`config.mk`:
```
export PLATFORM = sky130hd
export DESIGN_NAME = xml_entity_decoder
export DESIGN_NICKNAME = d
export VERILOG_FILES = /design/src/sv/xed_pkg.sv /design/src/sv/xed_datapath.sv /design/src/sv/xed_ctrl.sv /design/src/sv/xml_entity_decoder.sv
export SDC_FILE = /design/constraint.sdc
export NUM_CORES = 1
export LEC_CHECK = 0
export ABC_AREA = 1
export BUFFER_PORTS_ARGS = -buffer_cell sky130_fd_sc_hd__buf_4
export CORE_MARGIN = 5
export CORE_UTILIZATION = 64
export DETAILED_ROUTE_END_ITERATION = 6
export HOLD_SLACK_MARGIN = 0.15
export PLACE_DENSITY_LB_ADDON = 0.2
export SKIP_CTS_REPAIR_TIMING = 1
export SYNTH_ARGS = -nofsm -noshare
export SYNTH_HDL_FRONTEND = slang
export SYNTH_SLANG_ARGS = --single-unit
```
`constraint.sdc`:
```
create_clock -name clk -period 4.8 [get_ports clk]
set_clock_uncertainty 0.05 [all_clocks]
set_input_delay 0.24 -clock clk [delete_from_list [all_inputs] [get_ports clk]]
set_output_delay 0.24 -clock clk [all_outputs]
set_load 0.01 [all_outputs]
```
`src/sv/xed_pkg.sv`:
```
// ----------------------------------------------------------------------------
// xed_pkg
// Shared types and constants of the XML entity decoder: character codes,
// output source selection, segment positions and the command and status
// groups that join the controller to the datapath.
// ----------------------------------------------------------------------------
package xed_pkg;

  // Default longest entity name that is held.
  localparam int NAME_LIMIT_DEF = 11;

  // Characters with a structural meaning.
  localparam logic [7:0] CH_AMP   = 8'h26;
  localparam logic [7:0] CH_SEMI  = 8'h3B;
  localparam logic [7:0] CH_HASH  = 8'h23;
  localparam logic [7:0] CH_LX    = 8'h78;
  localparam logic [7:0] CH_UX    = 8'h58;
  localparam logic [7:0] CH_QMARK = 8'h3F;

  // Largest valid code point.
  localparam logic [31:0] CP_MAX = 32'h0010_FFFF;

  // Positions of the output segments, in the order they are emitted.
  localparam int SEG_REL1 = 0;
  localparam int SEG_DEC  = 1;
  localparam int SEG_SEMI = 2;
  localparam int SEG_LIT  = 3;
  localparam int SEG_REL2 = 4;
  localparam int SEG_N    = 5;

  // Source of the byte loaded into the output register.
  typedef enum logic [2:0] {
    SRC_IN,
    SRC_REL,
    SRC_DEC,
    SRC_SEMI,
    SRC_LIT
  } src_sel_t;

  // Commands from the controller to the datapath.
  typedef struct packed {
    logic     accept;
    logic     append;
    logic     open;
    logic     clr_name;
    logic     clr_ent;
    logic     load;
    logic     run_end;
    src_sel_t sel;
  } xed_cmd_t;

  // Status from the datapath to the controller.
  typedef struct packed {
    logic ent;
    logic full;
    logic in_amp;
    logic in_semi;
    logic known;
    logic rel_end;
    logic dec_end;
    logic out_free;
  } xed_stat_t;

  // Value of a digit in base ten or sixteen; the top bit flags a valid digit.
  function automatic logic [4:0] digit_val(input logic [7:0] c, input logic hex);
    logic [4:0] r;
    r = '0;
    if (c >= 8'h30 && c <= 8'h39) begin
      r = {1'b1, 4'(c - 8'h30)};
    end else if (hex && c >= 8'h61 && c <= 8'h66) begin
      r = {1'b1, 4'(c - 8'h57)};
    end else if (hex && c >= 8'h41 && c <= 8'h46) begin
      r = {1'b1, 4'(c - 8'h37)};
    end
    return r;
  endfunction

endpackage

```
`src/sv/xed_datapath.sv`:
```
// ----------------------------------------------------------------------------
// xed_datapath
// Name buffer, running code point, entity recognition, UTF-8 encoder and the
// output register of the XML entity decoder.
// ----------------------------------------------------------------------------
module xed_datapath #(
  parameter int NAME_LIMIT = xed_pkg::NAME_LIMIT_DEF
) (
  input  logic                            clk,
  input  logic                            rst_n,
  input  xed_pkg::xed_cmd_t               cmd,
  input  logic [$clog2(NAME_LIMIT+1)-1:0] idx,
  output xed_pkg::xed_stat_t              st,
  input  logic [7:0]                      in_byte,
  input  logic                            in_last,
  output logic                            out_valid,
  input  logic                            out_ready,
  output logic [7:0]                      out_byte,
  output logic                            out_run_end,
  output logic                            out_text_end
);
  import xed_pkg::*;

  localparam int CW = $clog2(NAME_LIMIT + 1);
  localparam int IW = $clog2(NAME_LIMIT);

  logic          ent_r, ent_nxt;
  logic [CW-1:0] cnt_r, cnt_nxt;
  logic [7:0]    name_r [NAME_LIMIT];
  logic          hash_r, hex_r, dig_on_r;
  logic [31:0]   cp_r;
  logic [7:0]    lit_r;
  logic          last_r;
  logic          out_valid_r, out_valid_nxt;
  logic [7:0]    out_byte_r;
  logic          run_end_r, text_end_r;

  logic [4:0]    dig;
  logic [31:0]   cp_step;
  logic          named_hit, numeric;
  logic [7:0]    named_byte;
  logic [20:0]   cpf;
  logic [1:0]    dec_last;
  logic [7:0]    dec_b [4];
  logic [IW-1:0] rd_idx;
  logic [7:0]    out_sel_byte;

  // Next digit of the numeric reference, accumulated as name bytes arrive.
  assign dig     = digit_val(in_byte, hex_r);
  assign cp_step = hex_r ? ({cp_r[27:0], 4'b0000} + 32'(dig[3:0]))
                         : ((cp_r << 3) + (cp_r << 1) + 32'(dig[3:0]));

  // Entity state and name count.
  always_comb begin
    ent_nxt = ent_r;
    cnt_nxt = cnt_r;
    if (cmd.append) begin
      cnt_nxt = cnt_r + CW'(1);
    end
    if (cmd.open) begin
      ent_nxt = 1'b1;
      cnt_nxt = '0;
    end
    if (cmd.clr_name) begin
      cnt_nxt = '0;
    end
    if (cmd.clr_ent) begin
      ent_nxt = 1'b0;
    end
  end

  // Output register is free when empty or being taken this cycle.
  always_comb begin
    if (cmd.load) begin
      out_valid_nxt = 1'b1;
    end else if (out_ready) begin
      out_valid_nxt = 1'b0;
    end else begin
      out_valid_nxt = out_valid_r;
    end
  end

  always_ff @(posedge clk) begin
    if (!rst_n) begin
      ent_r       <= 1'b0;
      cnt_r       <= '0;
      out_valid_r <= 1'b0;
    end else begin
      ent_r       <= ent_nxt;
      cnt_r       <= cnt_nxt;
      out_valid_r <= out_valid_nxt;
    end
  end

  // Name buffer and numeric parse state; only read below the name count.
  always_ff @(posedge clk) begin
    if (cmd.accept) begin
      lit_r  <= in_byte;
      last_r <= in_last;
    end
    if (cmd.append) begin
      name_r[IW'(cnt_r)] <= in_byte;
      if (cnt_r == '0) begin
        hash_r   <= (in_byte == CH_HASH);
        hex_r    <= 1'b0;
        dig_on_r <= 1'b1;
        cp_r     <= '0;
      end else if (cnt_r == CW'(1) && (in_byte == CH_LX || in_byte == CH_UX)) begin
        hex_r <= 1'b1;
      end else if (dig_on_r) begin
        if (dig[4]) begin
          cp_r <= cp_step;
        end else begin
          dig_on_r <= 1'b0;
        end
      end
    end
  end

  // Recognition of the named entities.
  always_comb begin
    named_hit  = 1'b1;
    named_byte = CH_AMP;
    if (cnt_r == CW'(3) && {name_r[0], name_r[1], name_r[2]} == "amp") begin
      named_byte = CH_AMP;
    end else if (cnt_r == CW'(2) && {name_r[0], name_r[1]} == "lt") begin
      named_byte = 8'h3C;
    end else if (cnt_r == CW'(2) && {name_r[0], name_r[1]} == "gt") begin
      named_byte = 8'h3E;
    end else if (cnt_r == CW'(4) &&
                 {name_r[0], name_r[1], name_r[2], name_r[3]} == "quot") begin
      named_byte = 8'h22;
    end else if (cnt_r == CW'(4) &&
                 {name_r[0], name_r[1], name_r[2], name_r[3]} == "apos") begin
      named_byte = 8'h27;
    end else if (cnt_r == CW'(4) &&
                 {name_r[0], name_r[1], name_r[2], name_r[3]} == "nbsp") begin
      named_byte = 8'h20;
    end else begin
      named_hit = 1'b0;
    end
  end

  assign numeric = hash_r && (cnt_r > CW'(1));

  // UTF-8 encoding of the code point; invalid values become a question mark.
  always_comb begin
    if (cp_r == '0 || cp_r > CP_MAX) begin
      cpf = 21'(CH_QMARK);
    end else begin
      cpf = cp_r[20:0];
    end
    dec_b[0] = 8'h00;
    dec_b[1] = 8'h00;
    dec_b[2] = 8'h00;
    dec_b[3] = 8'h00;
    if (named_hit) begin
      dec_last = 2'd0;
      dec_b[0] = named_byte;
    end else if (cpf < 21'h80) begin
      dec_last = 2'd0;
      dec_b[0] = cpf[7:0];
    end else if (cpf < 21'h800) begin
      dec_last = 2'd1;
      dec_b[0] = {3'b110, cpf[10:6]};
      dec_b[1] = {2'b10, cpf[5:0]};
    end else if (cpf < 21'h10000) begin
      dec_last = 2'd2;
      dec_b[0] = {4'b1110, cpf[15:12]};
      dec_b[1] = {2'b10, cpf[11:6]};
      dec_b[2] = {2'b10, cpf[5:0]};
    end else begin
      dec_last = 2'd3;
      dec_b[0] = {5'b11110, cpf[20:18]};
      dec_b[1] = {2'b10, cpf[17:12]};
      dec_b[2] = {2'b10, cpf[11:6]};
      dec_b[3] = {2'b10, cpf[5:0]};
    end
  end

  // Released literals: the ampersand first, then the held name bytes.
  assign rd_idx = (idx == '0) ? '0 : IW'(idx - CW'(1));

  always_comb begin
    case (cmd.sel)
      SRC_IN:   out_sel_byte = in_byte;
      SRC_REL:  out_sel_byte = (idx == '0) ? CH_AMP : name_r[rd_idx];
      SRC_DEC:  out_sel_byte = dec_b[idx[1:0]];
      SRC_SEMI: out_sel_byte = CH_SEMI;
      SRC_LIT:  out_sel_byte = lit_r;
      default:  out_sel_byte = lit_r;
    endcase
  end

  always_ff @(posedge clk) begin
    if (cmd.load) begin
      out_byte_r <= out_sel_byte;
      run_end_r  <= cmd.run_end;
      text_end_r <= cmd.run_end && ((cmd.sel == SRC_IN) ? in_last : last_r);
    end
  end

  // Status towards the controller.
  always_comb begin
    st.ent      = ent_r;
    st.full     = (cnt_r == CW'(NAME_LIMIT));
    st.in_amp   = (in_byte == CH_AMP);
    st.in_semi  = (in_byte == CH_SEMI);
    st.known    = named_hit || numeric;
    st.rel_end  = (idx == cnt_r);
    st.dec_end  = (idx[1:0] == dec_last);
    st.out_free = !out_valid_r || out_ready;
  end

  assign out_valid    = out_valid_r;
  assign out_byte     = out_byte_r;
  assign out_run_end  = run_end_r;
  assign out_text_end = text_end_r;

`ifndef SYNTHESIS
  // The name count never passes the buffer depth.
  a_cnt_range: assert property (@(posedge clk) disable iff (!rst_n)
    cnt_r <= CW'(NAME_LIMIT))
    else $error("name count beyond buffer depth");

  // A name byte is stored only inside an open entity with room left.
  a_append_room: assert property (@(posedge clk) disable iff (!rst_n)
    cmd.append |-> (ent_r && (cnt_r != CW'(NAME_LIMIT))))
    else $error("name byte stored outside an entity or into a full buffer");

  // A waiting output item stays valid and unchanged until it is taken.
  a_out_hold: assert property (@(posedge clk) disable iff (!rst_n)
    (out_valid && !out_ready) |=>
      (out_valid && $stable(out_byte) && $stable(out_run_end) &&
       $stable(out_text_end)))
    else $error("output item changed while waiting");
`endif

endmodule

```
`src/sv/xed_ctrl.sv`:
```
// ----------------------------------------------------------------------------
// xed_ctrl
// Controller of the XML entity decoder. It plans the output segments of each
// accepted item and steps through them one byte per free output slot.
// ----------------------------------------------------------------------------
module xed_ctrl #(
  parameter int NAME_LIMIT = xed_pkg::NAME_LIMIT_DEF
) (
  input  logic                            clk,
  input  logic                            rst_n,
  input  logic                            in_valid,
  output logic                            in_ready,
  input  logic                            in_last,
  input  xed_pkg::xed_stat_t              st,
  output xed_pkg::xed_cmd_t               cmd,
  output logic [$clog2(NAME_LIMIT+1)-1:0] idx
);
  import xed_pkg::*;

  localparam int CW = $clog2(NAME_LIMIT + 1);

  typedef enum logic {
    ST_IDLE,
    ST_RUN
  } state_t;

  state_t           state_r, state_nxt;
  logic [SEG_N-1:0] seg_r, seg_nxt;
  logic [CW-1:0]    idx_r, idx_nxt;
  logic             keep_r, keep_nxt;

  logic [SEG_N-1:0] cur, rest;
  logic             seg_end;
  src_sel_t         cur_sel;

  // Current segment is the lowest pending one.
  assign cur  = seg_r & (~seg_r + SEG_N'(1));
  assign rest = seg_r & ~cur;

  always_comb begin
    if (cur[SEG_REL1] || cur[SEG_REL2]) begin
      seg_end = st.rel_end;
      cur_sel = SRC_REL;
    end else if (cur[SEG_DEC]) begin
      seg_end = st.dec_end;
      cur_sel = SRC_DEC;
    end else if (cur[SEG_SEMI]) begin
      seg_end = 1'b1;
      cur_sel = SRC_SEMI;
    end else begin
      seg_end = 1'b1;
      cur_sel = SRC_LIT;
    end
  end

  // Planning of a new item and sequencing of its result bytes.
  always_comb begin
    cmd       = '0;
    cmd.sel   = SRC_IN;
    state_nxt = state_r;
    seg_nxt   = seg_r;
    idx_nxt   = idx_r;
    keep_nxt  = keep_r;
    in_ready  = 1'b0;
    case (state_r)
      ST_IDLE: begin
        in_ready = st.out_free;
        if (in_valid && st.out_free) begin
          cmd.accept = 1'b1;
          seg_nxt    = '0;
          keep_nxt   = 1'b0;
          if (!st.ent) begin
            if (st.in_amp) begin
              cmd.open          = 1'b1;
              seg_nxt[SEG_REL2] = in_last;
            end else begin
              // Plain text goes straight to the output register.
              cmd.load    = 1'b1;
              cmd.run_end = 1'b1;
              cmd.sel     = SRC_IN;
            end
          end else if (st.in_semi) begin
            if (st.known) begin
              seg_nxt[SEG_DEC] = 1'b1;
            end else begin
              seg_nxt[SEG_REL1] = 1'b1;
              seg_nxt[SEG_SEMI] = 1'b1;
            end
          end else if (st.in_amp) begin
            seg_nxt[SEG_REL1] = 1'b1;
            seg_nxt[SEG_REL2] = in_last;
            keep_nxt          = 1'b1;
          end else if (st.full) begin
            seg_nxt[SEG_REL1] = 1'b1;
            seg_nxt[SEG_LIT]  = 1'b1;
          end else begin
            cmd.append        = 1'b1;
            seg_nxt[SEG_REL2] = in_last;
          end
          if (seg_nxt != '0) begin
            state_nxt = ST_RUN;
          end
        end
      end
      ST_RUN: begin
        if (st.out_free) begin
          cmd.load    = 1'b1;
          cmd.sel     = cur_sel;
          cmd.run_end = seg_end && (rest == '0);
          if (seg_end) begin
            seg_nxt = rest;
            idx_nxt = '0;
            // Closing a release or a decode empties the name.
            if (cur[SEG_REL1]) begin
              cmd.clr_name = 1'b1;
              cmd.clr_ent  = !keep_r;
            end
            if (cur[SEG_DEC] || cur[SEG_REL2]) begin
              cmd.clr_name = 1'b1;
              cmd.clr_ent  = 1'b1;
            end
            if (rest == '0) begin
              state_nxt = ST_IDLE;
            end
          end else begin
            idx_nxt = idx_r + CW'(1);
          end
        end
      end
      default: begin
        state_nxt = ST_IDLE;
        seg_nxt   = '0;
        idx_nxt   = '0;
      end
    endcase
  end

  always_ff @(posedge clk) begin
    if (!rst_n) begin
      state_r <= ST_IDLE;
      seg_r   <= '0;
      idx_r   <= '0;
      keep_r  <= 1'b0;
    end else begin
      state_r <= state_nxt;
      seg_r   <= seg_nxt;
      idx_r   <= idx_nxt;
      keep_r  <= keep_nxt;
    end
  end

  assign idx = idx_r;

`ifndef SYNTHESIS
  // While emitting there is always a segment pending.
  a_run_has_seg: assert property (@(posedge clk) disable iff (!rst_n)
    (state_r == ST_RUN) |-> (seg_r != '0))
    else $error("emitting with no segment pending");

  // A byte is loaded only into a free output register.
  a_load_free: assert property (@(posedge clk) disable iff (!rst_n)
    cmd.load |-> st.out_free)
    else $error("output register overwritten");

  // The byte index restarts at zero for every item.
  a_idle_idx: assert property (@(posedge clk) disable iff (!rst_n)
    (state_r == ST_IDLE) |-> (idx_r == '0))
    else $error("byte index not cleared between items");
`endif

endmodule

```
`src/sv/xml_entity_decoder.sv`:
```
// ----------------------------------------------------------------------------
// xml_entity_decoder
// Streaming XML entity decoder: text bytes in, decoded UTF-8 bytes out.
// ----------------------------------------------------------------------------
// Ordinary text bytes and bytes of an entity name are accepted one per cycle
// while the output register is free; a plain byte is written straight into
// the output register. An item that decodes an entity or releases a pending
// name has its result bytes (one to thirteen) loaded one at a time into the
// single output register, stalling under back-pressure; no new item is taken
// until the last is loaded. Known names and numeric references are
// converted to one to four UTF-8 bytes; unknown or broken entities come out
// as the original literal bytes. out_run_end marks the last byte caused by an
// input item and out_text_end the last byte of an item flagged with in_last.
module xml_entity_decoder #(
  parameter int NAME_LIMIT = xed_pkg::NAME_LIMIT_DEF
) (
  input  logic       clk,
  input  logic       rst_n,
  input  logic       in_valid,
  output logic       in_ready,
  input  logic [7:0] in_byte,
  input  logic       in_last,
  output logic       out_valid,
  input  logic       out_ready,
  output logic [7:0] out_byte,
  output logic       out_run_end,
  output logic       out_text_end
);
  import xed_pkg::*;

  localparam int CW = $clog2(NAME_LIMIT + 1);

  xed_cmd_t      cmd;
  xed_stat_t     st;
  logic [CW-1:0] idx;

  // Sequencing of segments and result bytes.
  xed_ctrl #(
    .NAME_LIMIT (NAME_LIMIT)
  ) u_ctrl (
    .clk      (clk),
    .rst_n    (rst_n),
    .in_valid (in_valid),
    .in_ready (in_ready),
    .in_last  (in_last),
    .st       (st),
    .cmd      (cmd),
    .idx      (idx)
  );

  // Name storage, decoding and output register.
  xed_datapath #(
    .NAME_LIMIT (NAME_LIMIT)
  ) u_dp (
    .clk          (clk),
    .rst_n        (rst_n),
    .cmd          (cmd),
    .idx          (idx),
    .st           (st),
    .in_byte      (in_byte),
    .in_last      (in_last),
    .out_valid    (out_valid),
    .out_ready    (out_ready),
    .out_byte     (out_byte),
    .out_run_end  (out_run_end),
    .out_text_end (out_text_end)
  );

endmodule

```
==> results.txt <==
Fin. max-slew vios - 0
Multiplexer area fraction after synthesis - 0%
Crit path time final - 4.37 ns
Largest net degree at the start of global routing - 52
DR iter-0 viols - 1,120
Peak Freq - 229 MHz
Die Footprint - 0.0200 mm2
Slew HR - 23.8%
XOR/XNOR share of the synthesized area - 2.30%
Placer Congestion - 0.989
Bufs on Longest Clock Path - 2
Setup Crit Path Kind - in2reg
Avg Inst Size Synth - 8.16 um2
Die W - 141 um
Global route overflow - 0
Clock tree root buffer cell - clkbuf_16
Total track usage - 32.7%
Die boundary height - 141 um
Setup TNS - 0 ns
Detail Placement HPWL - 23,200 um
I/O Buffers - 24
Critical path data arrival time - 4.52 ns
RSZ-0062 raised after global routing - no
Vias - 10,100
Final WS setup - 0.431 ns
Worst Tran Pin Value - 1.14 ns
Worst Hold Class - in2reg
Initial antenna violation count - 0
CP Capture Type - flip-flop
FP Rows - 48
Final wirelength - 32,400 um
Top cell type's share of synthesized area - 40.9%
Max Cap Viol - 0
GRT busiest layer - met2
Post-Synthesis Cell Area - 0.0110 mm2
Adder-cell share of the synthesized area - 8.19%
Layout cells sized above 1 - 8.34%
Compound-Gate Fraction of Synth Area - 15.1%
Worst skew pair latency - 0.45 ns
Detailed-router iteration count before antenna repair - 6
Core area - 0.0171 mm2
WHS Path Cells - 4
CP required - 4.95 ns
Setup Viol. Count Final - 0
Setup WS pre-CTS - 0.371 ns
CP startpoint kind - input pin
Clock Pin Slew Worst Setup and Hold Paths - 0.07 ns
Worst vdd ir - 281 uV
Seq/Total Area, Yosys - 43.9%
Post-synth ARST share - 0%
Number of synthesized flops with an enable pin - 150
Hold_ws - 0.176 ns
First-pass GRT wire length - 50,700 um
Simple-Gate Fraction of Synth Area - 22.5%
R2R cell count - 23
DP Area - 0.0115 mm2
Static Leak - 5.32 nW
Non-Filler Instances - 1,628
Ports - 25
CTS Buf Count - 17
Most common cell after layout, fill and taps aside - nand2_1
Initial Util - 64.4%
WL per Instance - 19.9 um
Status - completed
CP Max Fanout - 16
Most frequent cells in the layout - nand2_1, inv_1, nor2_1
Register bit count reported by yosys - 167
Fin area - 0.0122 mm2
Met2 usage - 49.2%
Vias in the first global route - 9,480
Clk sinks - 167
Placed cells - 1,588
# DRC - 0
Met1 Use GR - 45.1%
GRT met3 Usage - 8.73%
Ant diodes - 0
Pwr Density - 260 mW/mm2
Synth top area cells - edfxtp_1, nand2_1, ha_1
H-tree depth - 4
Final period utilization - 91.0%
Yosys cell types - 58
Main combinational cell family by area after synthesis - simple AND/OR/NAND/NOR gates
Synthesized instance count - 1,351
Area grow syn2layout - 10.8%
Synth area leader - edfxtp_1
Final Hold Vio Count - 0
Final Net Count - 1,474
Synth Flop Type - edfxtp_1
Vias per inst - 6.19
Synthesis Warnings - 0
CTS tree - yes
Antenna Nets Post-Route - 0
## cell families after synthesis
logic type,Yosys count
other cells,1
compound gates,282
xor+xnor,29
fa+ha+maj,71
flops,167
simple gates,573
buf+inv,228
## report_power, final
part | switching (mW) | internal, mW
clock network | 0.698 | 0.758
registers | 0.00677 | 1.60
logic | 0.0794 | 0.0390
total | 0.784 | 2.39
## layer usage
layer	up-vias	part of all wire, %
li1	4698	-
met2	593	43
met5	-	0
met3	103	12
met1	4678	40
met4	0	4.4
## worst paths after layout
| kind | endpoint | start | slack (ns) |
|---|---|---|---|
| min reg2reg | u_ctrl.keep_r | u_ctrl.keep_r | 0.43 |
| min | u_dp.hash_r | in_byte[4] | 0.18 |
| max reg2reg | u_dp.cp_r[23] | u_dp.hex_r | 0.77 |
| max | u_dp.cp_r[23] | in_byte[6] | 0.43 |
## worst max-delay path, stage by stage
cell,delay [ns]
dlygate4sd3_1,0.53
buf_4,0.23
inv_1,0.09
nor3_1,0.12
o21ai_0,0.11
nor4_1,0.39
nor2_1,0.10
inv_1,0.08
o21ai_0,0.14
fa_1,0.58
inv_1,0.06
ha_1,0.28
nand3_1,0.08
nand2_1,0.08
nand2_1,0.07
nand2_1,0.04
nand2_1,0.05
nand2_1,0.09
a21oi_1,0.41
inv_1,0.08
nand2_1,0.07
nand2_1,0.07
nand2_1,0.06
nand2_1,0.06
xor2_1,0.15
o21ai_0,0.19
inv_1,0.06
## synth_stat cells, types with 3 or more instances
library cell  instances
ha_1                 69
o21bai_1              6
nor2_2                4
o21ai_0              90
o21ai_1               3
nand4_1              17
nor3_1               29
buf_2                 9
a21oi_1             104
nor2_1              173
a221oi_1              4
xor2_1               20
nand3_2               8
clkinv_1              4
o221ai_1              6
inv_1               179
edfxtp_1            150
o22ai_1               3
o211ai_1             25
o31ai_1               6
inv_2                 6
nand3_1              82
clkbuf_1             27
or2_2                 5
nand2_1             242
xnor2_1               9
a31oi_1              11
a22oi_1               3
nor4_1                3
dfxtp_1              17
## area by class of cell
cell class | count | area, um2
multi-input cells | 963 | 5340
fillers | 1349 | 4900
flip-flops and latches | 167 | 4840
inverters | 189 | 709
clock buffers | 17 | 425
repair buffers | 52 | 410
well taps | 225 | 282
clock inverters | 15 | 200
## flip-flops by register name, indices dropped and copies added, names as in the netlist
| signal | count |
|---|---|
| u_dp.dig_on_r | 1 |
| u_dp.ent_r | 1 |
| u_ctrl.state_r | 1 |
| u_ctrl.seg_r | 5 |
| u_ctrl.keep_r | 1 |
| u_dp.cp_r | 32 |
| u_ctrl.idx | 4 |
| u_dp.hash_r | 1 |
| u_dp.last_r | 1 |
| u_dp.name_r | 96 |
| u_dp.lit_r | 8 |
| u_dp.out_byte | 8 |
| u_dp.hex_r | 1 |
| u_dp.out_run_end | 1 |
| u_dp.out_text_end | 1 |
| u_dp.out_valid | 1 |
| u_dp.cnt_r | 4 |
## stage by stage
stage / utilization [%] / power, mW
3_3_place_gp: 67.2 / 1.74
5_1_grt: 71.4 / 3.25
2_1_floorplan: - / 1.69
3_5_place_dp: 67.2 / 1.75
4_1_cts: 70.9 / 3.17
6_report: 71.4 / 3.18
Note: power is estimated with default switching activity, not from simulation.
